===== config.mk =====
export PLATFORM = sky130hd
export DESIGN_NAME = countdown_timer_with_actions_top_flat
export DESIGN_NICKNAME = d
export VERILOG_FILES = /design/src/ctwa_pkg.sv /design/src/ctwa_if.sv /design/src/ctwa_regs.sv /design/src/ctwa_step.sv /design/src/countdown_timer_with_actions_top.sv /design/src/flat_wrapper.sv
export VERILOG_INCLUDE_DIRS = /design/src /design/src/src
export SDC_FILE = /design/constraint.sdc
export NUM_CORES = 1
export LEC_CHECK = 0
export ABC_AREA = 1
export BUFFER_PORTS_ARGS = -buffer_cell sky130_fd_sc_hd__buf_2
export CORE_UTILIZATION = 25
export CTS_BUF_LIST = sky130_fd_sc_hd__clkbuf_4 sky130_fd_sc_hd__clkbuf_8
export DETAILED_ROUTE_END_ITERATION = 8
export SYNTH_ARGS = -nofsm -noshare
export SYNTH_HDL_FRONTEND = slang
export SYNTH_SLANG_ARGS = --single-unit

===== constraint.sdc =====
create_clock -name clk -period 8.9 [get_ports clk]
set_input_delay 1.335 -clock clk [delete_from_list [all_inputs] [get_ports clk]]
set_output_delay 1.335 -clock clk [all_outputs]
set_load 0.01 [all_outputs]

===== src/countdown_timer_with_actions_top_assert.svh =====
// ----------------------------------------------------------------------------
// Countdown timer assertion macros
// Concurrent assertion wrappers that vanish when SYNTHESIS is defined.
// ----------------------------------------------------------------------------
`ifndef COUNTDOWN_TIMER_WITH_ACTIONS_TOP_ASSERT_SVH
`define COUNTDOWN_TIMER_WITH_ACTIONS_TOP_ASSERT_SVH

`ifndef SYNTHESIS

// Same-cycle implication, disabled during reset.
`define CTWA_ASSERT_IMP(label, clk, rst, ante, cons) \
  label: assert property (@(posedge clk) disable iff (rst) (ante) |-> (cons)) \
    else $error("countdown timer assertion failed");

// Next-cycle implication, disabled during reset.
`define CTWA_ASSERT_NXT(label, clk, rst, ante, cons) \
  label: assert property (@(posedge clk) disable iff (rst) (ante) |=> (cons)) \
    else $error("countdown timer assertion failed");

`else

`define CTWA_ASSERT_IMP(label, clk, rst, ante, cons)
`define CTWA_ASSERT_NXT(label, clk, rst, ante, cons)

`endif

`endif


===== src/ctwa_pkg.sv =====
// ----------------------------------------------------------------------------
// Countdown timer package
// Codes, constants and structures shared by the countdown timer modules.
// ----------------------------------------------------------------------------
`timescale 1ns / 1ps

package ctwa_pkg;

  localparam int unsigned SecW    = 31;
  localparam int unsigned StampW  = 32;
  localparam int unsigned PeriodW = 16;
  localparam int unsigned EnableW = 5;
  localparam int unsigned AmountW = 28;
  localparam int unsigned CodeW   = 3;

  localparam logic [SecW-1:0]    MaxSec        = {SecW{1'b1}};
  localparam logic [PeriodW-1:0] PeriodReset   = 16'd1000;
  localparam logic [EnableW-1:0] EnableReset   = 5'd0;
  localparam int unsigned        DebugBit      = 4;

  // Command codes.
  localparam logic [2:0] FUNC_TICK     = 3'd0;
  localparam logic [2:0] FUNC_SET      = 3'd1;
  localparam logic [2:0] FUNC_SET_KEEP = 3'd2;
  localparam logic [2:0] FUNC_ADD      = 3'd3;
  localparam logic [2:0] FUNC_SUB      = 3'd4;
  localparam logic [2:0] FUNC_RESET    = 3'd5;
  localparam logic [2:0] FUNC_ACTION   = 3'd6;

  // Time units.
  localparam logic [1:0] UNIT_SEC  = 2'd0;
  localparam logic [1:0] UNIT_MIN  = 2'd1;
  localparam logic [1:0] UNIT_HOUR = 2'd2;

  // Timer actions; event codes use the same encoding.
  localparam logic [CodeW-1:0] ACT_NONE  = 3'd0;
  localparam logic [CodeW-1:0] ACT_START = 3'd1;
  localparam logic [CodeW-1:0] ACT_STOP  = 3'd2;
  localparam logic [CodeW-1:0] ACT_PAUSE = 3'd3;
  localparam logic [CodeW-1:0] ACT_END   = 3'd4;

  // Register indexes.
  localparam logic REG_TICK_PERIOD  = 1'b0;
  localparam logic REG_EVENT_ENABLE = 1'b1;

  typedef struct packed {
    logic [PeriodW-1:0] tick_period_ms;
    logic [EnableW-1:0] event_enable;
  } ctwa_cfg_t;

  typedef struct packed {
    logic [SecW-1:0]   remaining;
    logic [SecW-1:0]   elapsed;
    logic [CodeW-1:0]  action;
    logic [StampW-1:0] last_stamp;
  } ctwa_state_t;

  typedef struct packed {
    logic [2:0]        func;
    logic [StampW-1:0] now_ms;
    logic [15:0]       time_value;
    logic [1:0]        time_unit;
    logic [1:0]        action_code;
  } ctwa_item_t;

  typedef struct packed {
    logic [SecW-1:0]  remaining_seconds;
    logic [CodeW-1:0] current_action;
    logic [CodeW-1:0] event_code;
    logic             debug_valid;
  } ctwa_result_t;

endpackage


===== src/ctwa_if.sv =====
// ----------------------------------------------------------------------------
// Countdown timer channels
// Valid/ready channels for command items and result items.
// ----------------------------------------------------------------------------
`timescale 1ns / 1ps

interface ctwa_cmd_if;
  logic        valid;
  logic        ready;
  logic [2:0]  func;
  logic [31:0] now_ms;
  logic [15:0] time_value;
  logic [1:0]  time_unit;
  logic [1:0]  action_code;

  modport source (output valid, output func, output now_ms, output time_value,
                  output time_unit, output action_code, input ready);
  modport sink   (input valid, input func, input now_ms, input time_value,
                  input time_unit, input action_code, output ready);
endinterface

interface ctwa_res_if;
  logic        valid;
  logic        ready;
  logic [30:0] remaining_seconds;
  logic [2:0]  current_action;
  logic [2:0]  event_code;
  logic        debug_valid;

  modport source (output valid, output remaining_seconds, output current_action,
                  output event_code, output debug_valid, input ready);
  modport sink   (input valid, input remaining_seconds, input current_action,
                  input event_code, input debug_valid, output ready);
endinterface


===== src/ctwa_regs.sv =====
// ----------------------------------------------------------------------------
// Countdown timer registers
// APB-style configuration registers: tick period and event enable mask.
// ----------------------------------------------------------------------------
`timescale 1ns / 1ps

module ctwa_regs (
  input  logic                clk,
  input  logic                rst,
  input  logic                psel,
  input  logic                penable,
  input  logic                pwrite,
  input  logic [2:0]          paddr,
  input  logic [31:0]         pwdata,
  output logic [31:0]         prdata,
  output logic                pready,
  output ctwa_pkg::ctwa_cfg_t cfg
);

  logic wr_en;
  logic reg_idx;

  assign pready  = 1'b1;
  assign reg_idx = paddr[2];
  assign wr_en   = psel && penable && pwrite && pready;

  always_ff @(posedge clk) begin
    if (rst) begin
      cfg.tick_period_ms <= ctwa_pkg::PeriodReset;
      cfg.event_enable   <= ctwa_pkg::EnableReset;
    end else if (wr_en) begin
      case (reg_idx)
        ctwa_pkg::REG_TICK_PERIOD:  cfg.tick_period_ms <= pwdata[ctwa_pkg::PeriodW-1:0];
        ctwa_pkg::REG_EVENT_ENABLE: cfg.event_enable   <= pwdata[ctwa_pkg::EnableW-1:0];
        default: ;
      endcase
    end
  end

  always_comb begin
    case (reg_idx)
      ctwa_pkg::REG_TICK_PERIOD:
        prdata = {{(32 - ctwa_pkg::PeriodW){1'b0}}, cfg.tick_period_ms};
      ctwa_pkg::REG_EVENT_ENABLE:
        prdata = {{(32 - ctwa_pkg::EnableW){1'b0}}, cfg.event_enable};
      default:
        prdata = 32'd0;
    endcase
  end

endmodule


===== src/ctwa_step.sv =====
// ----------------------------------------------------------------------------
// Countdown timer step logic
// Next state and result for one command item, given the current state.
// ----------------------------------------------------------------------------
`timescale 1ns / 1ps

module ctwa_step (
  input  ctwa_pkg::ctwa_cfg_t    cfg,
  input  ctwa_pkg::ctwa_state_t  st,
  input  ctwa_pkg::ctwa_item_t   item,
  output ctwa_pkg::ctwa_state_t  st_next,
  output ctwa_pkg::ctwa_result_t res
);

  logic [ctwa_pkg::AmountW-1:0] amount;
  logic [ctwa_pkg::StampW-1:0]  stamp_diff;
  logic                         period_passed;
  logic                         running;
  logic [ctwa_pkg::SecW:0]      add_sum;
  logic                         act_req;
  logic [ctwa_pkg::CodeW-1:0]   act_code;
  logic [2:0]                   en_idx;
  logic                         dbg;
  logic [ctwa_pkg::CodeW-1:0]   ev;
  logic [ctwa_pkg::SecW-1:0]    amount_ext;

  always_comb begin
    case (item.time_unit)
      ctwa_pkg::UNIT_SEC:  amount = {12'd0, item.time_value};
      ctwa_pkg::UNIT_MIN:  amount = {12'd0, item.time_value} * 28'd60;
      ctwa_pkg::UNIT_HOUR: amount = {12'd0, item.time_value} * 28'd3600;
      default:             amount = '0;
    endcase
  end

  assign amount_ext    = {3'd0, amount};
  assign stamp_diff    = item.now_ms - st.last_stamp;
  assign period_passed = stamp_diff >= {16'd0, cfg.tick_period_ms};
  assign running       = (st.action == ctwa_pkg::ACT_START) ||
                         (st.action == ctwa_pkg::ACT_PAUSE);
  assign add_sum       = {1'b0, st.remaining} + {4'd0, amount};
  assign en_idx        = act_code - 3'd1;

  always_comb begin
    st_next  = st;
    act_req  = 1'b0;
    act_code = ctwa_pkg::ACT_END;
    dbg      = 1'b0;
    ev       = ctwa_pkg::ACT_NONE;

    case (item.func)
      ctwa_pkg::FUNC_TICK: begin
        if (period_passed) begin
          if (st.action == ctwa_pkg::ACT_START) begin
            if (st.remaining != '0) begin
              st_next.remaining = st.remaining - 31'd1;
            end
            if (st.elapsed != ctwa_pkg::MaxSec) begin
              st_next.elapsed = st.elapsed + 31'd1;
            end
          end else if (st.action == ctwa_pkg::ACT_STOP) begin
            st_next.remaining = '0;
            st_next.elapsed   = '0;
          end
          dbg                = running && cfg.event_enable[ctwa_pkg::DebugBit];
          st_next.last_stamp = item.now_ms;
        end
        // The end check uses the running test taken before the tick.
        act_req = running && (st_next.remaining == '0);
      end
      ctwa_pkg::FUNC_SET: begin
        st_next.elapsed   = '0;
        st_next.remaining = amount_ext;
      end
      ctwa_pkg::FUNC_SET_KEEP: begin
        st_next.remaining = (amount_ext > st.elapsed) ? amount_ext - st.elapsed : '0;
        st_next.elapsed   = '0;
      end
      ctwa_pkg::FUNC_ADD: begin
        st_next.remaining = add_sum[ctwa_pkg::SecW] ? ctwa_pkg::MaxSec
                                                    : add_sum[ctwa_pkg::SecW-1:0];
      end
      ctwa_pkg::FUNC_SUB: begin
        st_next.remaining = (amount_ext >= st.remaining) ? '0 : st.remaining - amount_ext;
      end
      ctwa_pkg::FUNC_RESET: begin
        st_next.remaining = '0;
        st_next.elapsed   = '0;
      end
      ctwa_pkg::FUNC_ACTION: begin
        act_req  = 1'b1;
        act_code = {1'b0, item.action_code} + 3'd1;
      end
      default: ;
    endcase

    // The last action taken is always the active one, so a request equal
    // to it is a repeat and is dropped.
    if (act_req && (act_code != st.action)) begin
      st_next.action = act_code;
      ev = cfg.event_enable[en_idx] ? act_code : ctwa_pkg::ACT_NONE;
    end
  end

  assign res.remaining_seconds = st_next.remaining;
  assign res.current_action    = st_next.action;
  assign res.event_code        = ev;
  assign res.debug_valid       = dbg;

endmodule


===== src/countdown_timer_with_actions_top.sv =====
// Result: registered into the output entry, or the skid entry while that is held.
// Throughput: one command per cycle while the skid entry is empty; the state
// update is a single pass of add, compare and constant-multiply logic, and a
// two-entry output buffer keeps commands flowing while a result waits for the sink.
// Reset: synchronous; clears the timer state and the output buffer and
// loads the register defaults (tick period 1000 ms, events disabled).
// ----------------------------------------------------------------------------
// Countdown timer with actions
// Top level: command channel, timer state, output buffer and APB registers.
// ----------------------------------------------------------------------------
`timescale 1ns / 1ps
`include "countdown_timer_with_actions_top_assert.svh"

module countdown_timer_with_actions_top (
  input  logic        clk,
  input  logic        rst,
  ctwa_cmd_if.sink    cmd,
  ctwa_res_if.source  res,
  input  logic        psel,
  input  logic        penable,
  input  logic        pwrite,
  input  logic [2:0]  paddr,
  input  logic [31:0] pwdata,
  output logic [31:0] prdata,
  output logic        pready
);

  ctwa_pkg::ctwa_cfg_t    cfg;
  ctwa_pkg::ctwa_state_t  state;
  ctwa_pkg::ctwa_state_t  state_next;
  ctwa_pkg::ctwa_item_t   item;
  ctwa_pkg::ctwa_result_t step_res;
  ctwa_pkg::ctwa_result_t out_data;
  ctwa_pkg::ctwa_result_t skid_data;
  logic                   out_valid;
  logic                   skid_valid;
  logic                   cmd_fire;
  logic                   out_pop;

  ctwa_regs u_regs (
    .clk     (clk),
    .rst     (rst),
    .psel    (psel),
    .penable (penable),
    .pwrite  (pwrite),
    .paddr   (paddr),
    .pwdata  (pwdata),
    .prdata  (prdata),
    .pready  (pready),
    .cfg     (cfg)
  );

  assign item.func        = cmd.func;
  assign item.now_ms      = cmd.now_ms;
  assign item.time_value  = cmd.time_value;
  assign item.time_unit   = cmd.time_unit;
  assign item.action_code = cmd.action_code;

  ctwa_step u_step (
    .cfg     (cfg),
    .st      (state),
    .item    (item),
    .st_next (state_next),
    .res     (step_res)
  );

  assign cmd.ready = !skid_valid;
  assign cmd_fire  = cmd.valid && cmd.ready;
  assign out_pop   = out_valid && res.ready;

  always_ff @(posedge clk) begin
    if (rst) begin
      state.remaining  <= '0;
      state.elapsed    <= '0;
      state.action     <= ctwa_pkg::ACT_NONE;
      state.last_stamp <= '0;
    end else if (cmd_fire) begin
      state <= state_next;
    end
  end

  // Two-entry output buffer: the skid entry catches a transfer that
  // arrives while the output entry is still held by the sink.
  always_ff @(posedge clk) begin
    if (rst) begin
      out_valid  <= 1'b0;
      skid_valid <= 1'b0;
    end else if (skid_valid) begin
      if (out_pop) begin
        out_valid  <= 1'b1;
        skid_valid <= 1'b0;
      end
    end else if (cmd_fire) begin
      if (!out_valid || out_pop) begin
        out_valid <= 1'b1;
      end else begin
        skid_valid <= 1'b1;
      end
    end else if (out_pop) begin
      out_valid <= 1'b0;
    end
  end

  always_ff @(posedge clk) begin
    if (skid_valid) begin
      if (out_pop) begin
        out_data <= skid_data;
      end
    end else if (cmd_fire) begin
      if (!out_valid || out_pop) begin
        out_data <= step_res;
      end else begin
        skid_data <= step_res;
      end
    end
  end

  assign res.valid             = out_valid;
  assign res.remaining_seconds = out_data.remaining_seconds;
  assign res.current_action    = out_data.current_action;
  assign res.event_code        = out_data.event_code;
  assign res.debug_valid       = out_data.debug_valid;

  `CTWA_ASSERT_IMP(a_skid_behind_out, clk, rst, skid_valid, out_valid)
  `CTWA_ASSERT_NXT(a_stall_fills_skid, clk, rst,
                   cmd_fire && out_valid && !res.ready, skid_valid)
  `CTWA_ASSERT_IMP(a_event_matches_action, clk, rst,
                   cmd_fire && (step_res.event_code != ctwa_pkg::ACT_NONE),
                   step_res.event_code == step_res.current_action)
  `CTWA_ASSERT_NXT(a_state_holds_idle, clk, rst, !cmd_fire, state == $past(state))

endmodule


===== src/flat_wrapper.sv =====
// flat-port wrapper written by rule: the top's interface ports become plain ports
module countdown_timer_with_actions_top_flat 
  (clk, rst, psel, penable, pwrite, paddr, pwdata, prdata, pready, cmd_valid, cmd_func, cmd_now_ms, cmd_time_value, cmd_time_unit, cmd_action_code, cmd_ready, res_valid, res_remaining_seconds, res_current_action, res_event_code, res_debug_valid, res_ready);
  ctwa_cmd_if cmd_i ();
  ctwa_res_if res_i ();
  input  logic clk;
  input  logic rst;
  input  logic psel;
  input  logic penable;
  input  logic pwrite;
  input  logic [2:0] paddr;
  input  logic [31:0] pwdata;
  output logic [31:0] prdata;
  output logic pready;
  input wire logic [$bits(cmd_i.valid)-1:0] cmd_valid;
  input wire logic [$bits(cmd_i.func)-1:0] cmd_func;
  input wire logic [$bits(cmd_i.now_ms)-1:0] cmd_now_ms;
  input wire logic [$bits(cmd_i.time_value)-1:0] cmd_time_value;
  input wire logic [$bits(cmd_i.time_unit)-1:0] cmd_time_unit;
  input wire logic [$bits(cmd_i.action_code)-1:0] cmd_action_code;
  output wire logic [$bits(cmd_i.ready)-1:0] cmd_ready;
  output wire logic [$bits(res_i.valid)-1:0] res_valid;
  output wire logic [$bits(res_i.remaining_seconds)-1:0] res_remaining_seconds;
  output wire logic [$bits(res_i.current_action)-1:0] res_current_action;
  output wire logic [$bits(res_i.event_code)-1:0] res_event_code;
  output wire logic [$bits(res_i.debug_valid)-1:0] res_debug_valid;
  input wire logic [$bits(res_i.ready)-1:0] res_ready;
  assign cmd_i.valid = cmd_valid;
  assign cmd_i.func = cmd_func;
  assign cmd_i.now_ms = cmd_now_ms;
  assign cmd_i.time_value = cmd_time_value;
  assign cmd_i.time_unit = cmd_time_unit;
  assign cmd_i.action_code = cmd_action_code;
  assign cmd_ready = cmd_i.ready;
  assign res_valid = res_i.valid;
  assign res_remaining_seconds = res_i.remaining_seconds;
  assign res_current_action = res_i.current_action;
  assign res_event_code = res_i.event_code;
  assign res_debug_valid = res_i.debug_valid;
  assign res_i.ready = res_ready;
  countdown_timer_with_actions_top u_core (.clk(clk), .rst(rst), .cmd(cmd_i), .res(res_i), .psel(psel), .penable(penable), .pwrite(pwrite), .paddr(paddr), .pwdata(pwdata), .prdata(prdata), .pready(pready));
endmodule

==> summary.md <==
| Metric | Value |
|---|---|
| Maximum operating frequency | `~120 MHz` |
| Gr usage total | `0.169` |
| Antenna violations before repair | `12` |
| TritonCTS clock tree | `built` |
| Count of boundary I/O pins | `170` |
| Highest fanout seen on the critical path | `16` |
| Multi-input logic area | `0.0148 sq mm` |
| Synthesized netlist cell count | `~3,600` |
| Power density cells | `around 180 mW/mm^2` |
| Total gr overflow | `0` |
| Flop and latch count out of synthesis | `~200` |
| Critical Path Source Type | `input port` |
| Required time reported for the critical path endpoint | `around 9.2 ns` |
| Slew at the pin closest to its max-slew limit | `roughly 0.93 ns` |
| Number of failing setup endpoints in the final timing report | `0` |
| Hold violation total from the final report | `0` |
| Bufs on Longest Clock Path | `2` |
| Max Cap Violations | `0` |
| Type of the setup path with the least slack | `in -> reg` |
| Worst setup startpoint | `cmd_time_value[3]` |
| Leading cell types in the layout, fill and taps excluded | `nand2_1, inv_1, nor2_1, a21oi_1, o21ai_0` |
| Number of nets in the final layout | `roughly 4,000` |
| Number of global-route vias before repair | `between 20,000 and 25,000` |
| Core Footprint | `a little under 0.09 sq mm` |
| Most common cell after layout, fill and taps aside | `nand2_1` |
| Setup repair after global routing missed its margin | `false` |
| Clock Latency Late Sink | `0.56 ns` |
| Area of the die | `about 0.09 sq mm` |
| Warnings from Yosys | `0` |
| Path depth of the worst reg2reg path | `29` |
| Initial cell density of the core | `0.252` |
| Detailed-placement wirelength estimate | `63,600 microns` |
| Result of the run | `complete, no violations` |
| Routed length per instance | `approximately 16 microns` |
| Arrival time of data at the critical path endpoint | `about 8.6 ns` |
| Terminus of the critical flop-to-flop path | `u_core.state[63]$_SDFFE_PP0P_` |
| Clk Tree Root Cell | `clkbuf_8` |
| Sequential area share after synthesis | `0.211` |
| Remaining DRCs | `0` |
| Share of post-route cells with drive strength above 1 | `0.0799` |
| Filler-free cell count of the finished design | `4,867` |
| H-Tree Depth | `4` |
| Largest voltage drop on the vdd net | `roughly 0.10 mV` |
| Slowest Stage Delay on Critical Path | `0.61 ns` |
| Kind of end point of the critical path | `flop` |
| Minimum clock period | `8.31 ns` |
| Final Power | `4.53 mW` |
| Resized cells post-CTS | `0` |
| Layout filler cell count | `between 9,000 and 10,000` |
| Post-DRT Antenna Nets | `0` |
| R2r startpoint | `u_core.state[0]$_SDFFE_PP0P_` |
| Footprint of the flip-flops and latches | `roughly 0.0047 sq mm` |
| Placed Cells | `between 4,000 and 5,000` |
| Synthesized area | `between 0.02 and 0.025 sq mm` |
| Part of the cycle the worst path needs | `0.934` |
| Worst Clk Skew | `around 0.025 ns` |
| Area added between synthesis and finish | `11.2%` |
| Total via count in the routed design | `23,156` |
| Sink Count | `196` |
| Worst setup path endpoint | `u_core.res.remaining_seconds[16]$_DFFE_PP_` |
| TritonCTS Buffers | `17` |
| Count of standard-cell rows | `between 100 and 150` |
| Post-CTS setup buffer count | `0` |
| Avg Cell Area, Syn | `6.24 sq um` |
| Final-report max-slew violation count | `0` |
| Number of search-and-repair iterations in the first detailed-routing pass | `5` |
| Height of the die | `roughly 300 microns` |
| First DRT Iteration DRCs | `about 2,000` |
| Post-detailed-route via-to-cell ratio | `4.76` |
| Total detailed-routing wirelength | `77,700 microns` |
| Min-delay worst type | `reg -> reg` |
| Maximum number of pins on one net before global-route repair | `78` |
| Setup TNS Final | `0 ns` |
| Relative slew slack | `0.378` |
| Clock-pin slew of the registers on the worst-case setup and hold paths | `around 0.12 ns` |
| Port bufs | `about 130` |
| Global-route wire length before repair | `approximately 120,000 microns` |
| Leakage dissipation | `between 10 and 15 nW` |
| Die X-Extent | `300 microns` |
| Register-to-register path setup slack | `3.13 ns` |
| CP max-delay cell | `fa_1` |
| # hold bufs at CTS | `0` |
| RD Place Congestion | `between 1 and 1.5` |
| Count of cell types in the netlist | `61` |
==> per-stage QoR <==
stage | hold WS (ns) | instance area, sq um | worst slack (ns) | util
final | 0.464 | 24700 | 0.590 | 0.280
after global placement | 0.445 | 24300 | 0.253 | 0.275
after CTS | 0.469 | 24700 | 0.827 | 0.280
after global routing | 0.480 | 24700 | 0.145 | 0.280
after floorplan | 0.433 | 22300 | 1.56 | -
after detailed placement | 0.452 | 24300 | 0.214 | 0.275
==> worst min-delay path by stage <==
stage	startpoint	to	slack [ns]	cells after the start
6_report	u_core.state[30]$_SDFFE_PP0P_	u_core.state[30]$_SDFFE_PP0P_	0.46	2
5_1_grt	u_core.state[21]$_SDFFE_PP0P_	u_core.state[21]$_SDFFE_PP0P_	0.48	2
4_1_cts	u_core.state[28]$_SDFFE_PP0P_	u_core.state[28]$_SDFFE_PP0P_	0.47	2
3_5_place_dp	u_core.state[28]$_SDFFE_PP0P_	u_core.state[28]$_SDFFE_PP0P_	0.45	2
3_3_place_gp	u_core.state[15]$_SDFFE_PP0P_	u_core.state[15]$_SDFFE_PP0P_	0.44	2
2_1_floorplan	u_core.state[10]$_SDFFE_PP0P_	u_core.state[10]$_SDFFE_PP0P_	0.43	2
==> synthesized netlist by cell type (all sizes together) <==
master       instances  area share
dfxtp              120        0.11
a22oi                1     0.00034
o2111ai              3      0.0012
o22ai                8      0.0022
a211oi              15      0.0051
conb                 2     0.00034
a21boi               7      0.0024
ha                 213        0.12
nand2              929        0.16
nand3              165       0.038
xor2                80       0.031
and3                 1     0.00028
a41oi                1     0.00039
o41ai                1     0.00039
nor2               391       0.069
o31ai               11      0.0037
clkbuf              60       0.010
dlygate4sd1          1     0.00039
o221a                1     0.00051
o21bai              12      0.0040
clkinv               6      0.0010
and2                 3     0.00096
o21ai              268       0.061
buf                 42       0.013
nor4                13      0.0039
o221ai               2     0.00079
edfxtp              76        0.10
o21a                12      0.0040
a221oi               6      0.0024
a21oi              283       0.064
a31o                 1     0.00039
nand4               50       0.014
nor3                53       0.012
fa                  43       0.039
a31oi                9      0.0025
or2                 19      0.0053
inv                624        0.11
o211ai               7      0.0024
o2bb2ai              1     0.00039
a21o                 7      0.0024
nor3b                2     0.00067
nand3b               2     0.00084
xnor2               16      0.0063
==> layout make-up <==
cell class                 instances  area share
antenna                            8    0.000809
tap                             1165      0.0589
clock buffer                      17     0.00946
sequential                       196       0.189
multi-input combinational       2653       0.597
timing repair buffer             183      0.0420
clock inverter                    15     0.00693
inverter                         630      0.0956
==> sequential cells by signal, indices dropped and copies added, names as in the netlist <==
signal,flops
u_core.res.event_code,3
u_core.state,97
u_core.res.remaining_seconds,31
u_core.skid_data,38
u_core.skid_valid,1
u_core.res.current_action,3
u_core.res.debug_valid,1
u_core.res.valid,1
u_core.u_regs.cfg,21
==> cell families after synthesis <==
family | after synthesis | synth area share
other | 2 | 0.000337
AOI/OAI and AO/OA | 656 | 0.160
DFF | 196 | 0.211
xor gates and xnor gates | 96 | 0.0378
buffers and inverters | 733 | 0.129
adders and majority gates | 256 | 0.158
and+or+nand+nor | 1628 | 0.303
==> worst max-delay path: cells and delay by family <==
family          cells  cell delay, ns
compound gates      8            1.96
fa+ha+maj           6            2.25
buf+inv             9            1.01
simple gates       15            2.05
==> layer usage <==
| metal | vias to the layer above | share of wire | GRT usage |
|---|---|---|---|
| met3 | 157 | 0.075 | 0.0304 |
| met4 | 12 | 0.043 | 0.0705 |
| met2 | 771 | 0.44 | 0.269 |
| met1 | 10563 | 0.44 | 0.224 |
| met5 | - | 0.00093 | 0 |
| li1 | 11653 | - | - |
==> report_power, final <==
| part | leakage [nW] | internal (mW) | switching (mW) | total, mW |
|---|---|---|---|---|
| clock network | 0.207 | 0.216 | 0.397 | 0.613 |
| registers | 1.72 | 1.02 | 0.0675 | 1.09 |
| logic | 10.5 | 0.932 | 1.90 | 2.83 |
| total | 12.5 | 2.17 | 2.36 | 4.53 |
Power figures use the tool's default switching activity.
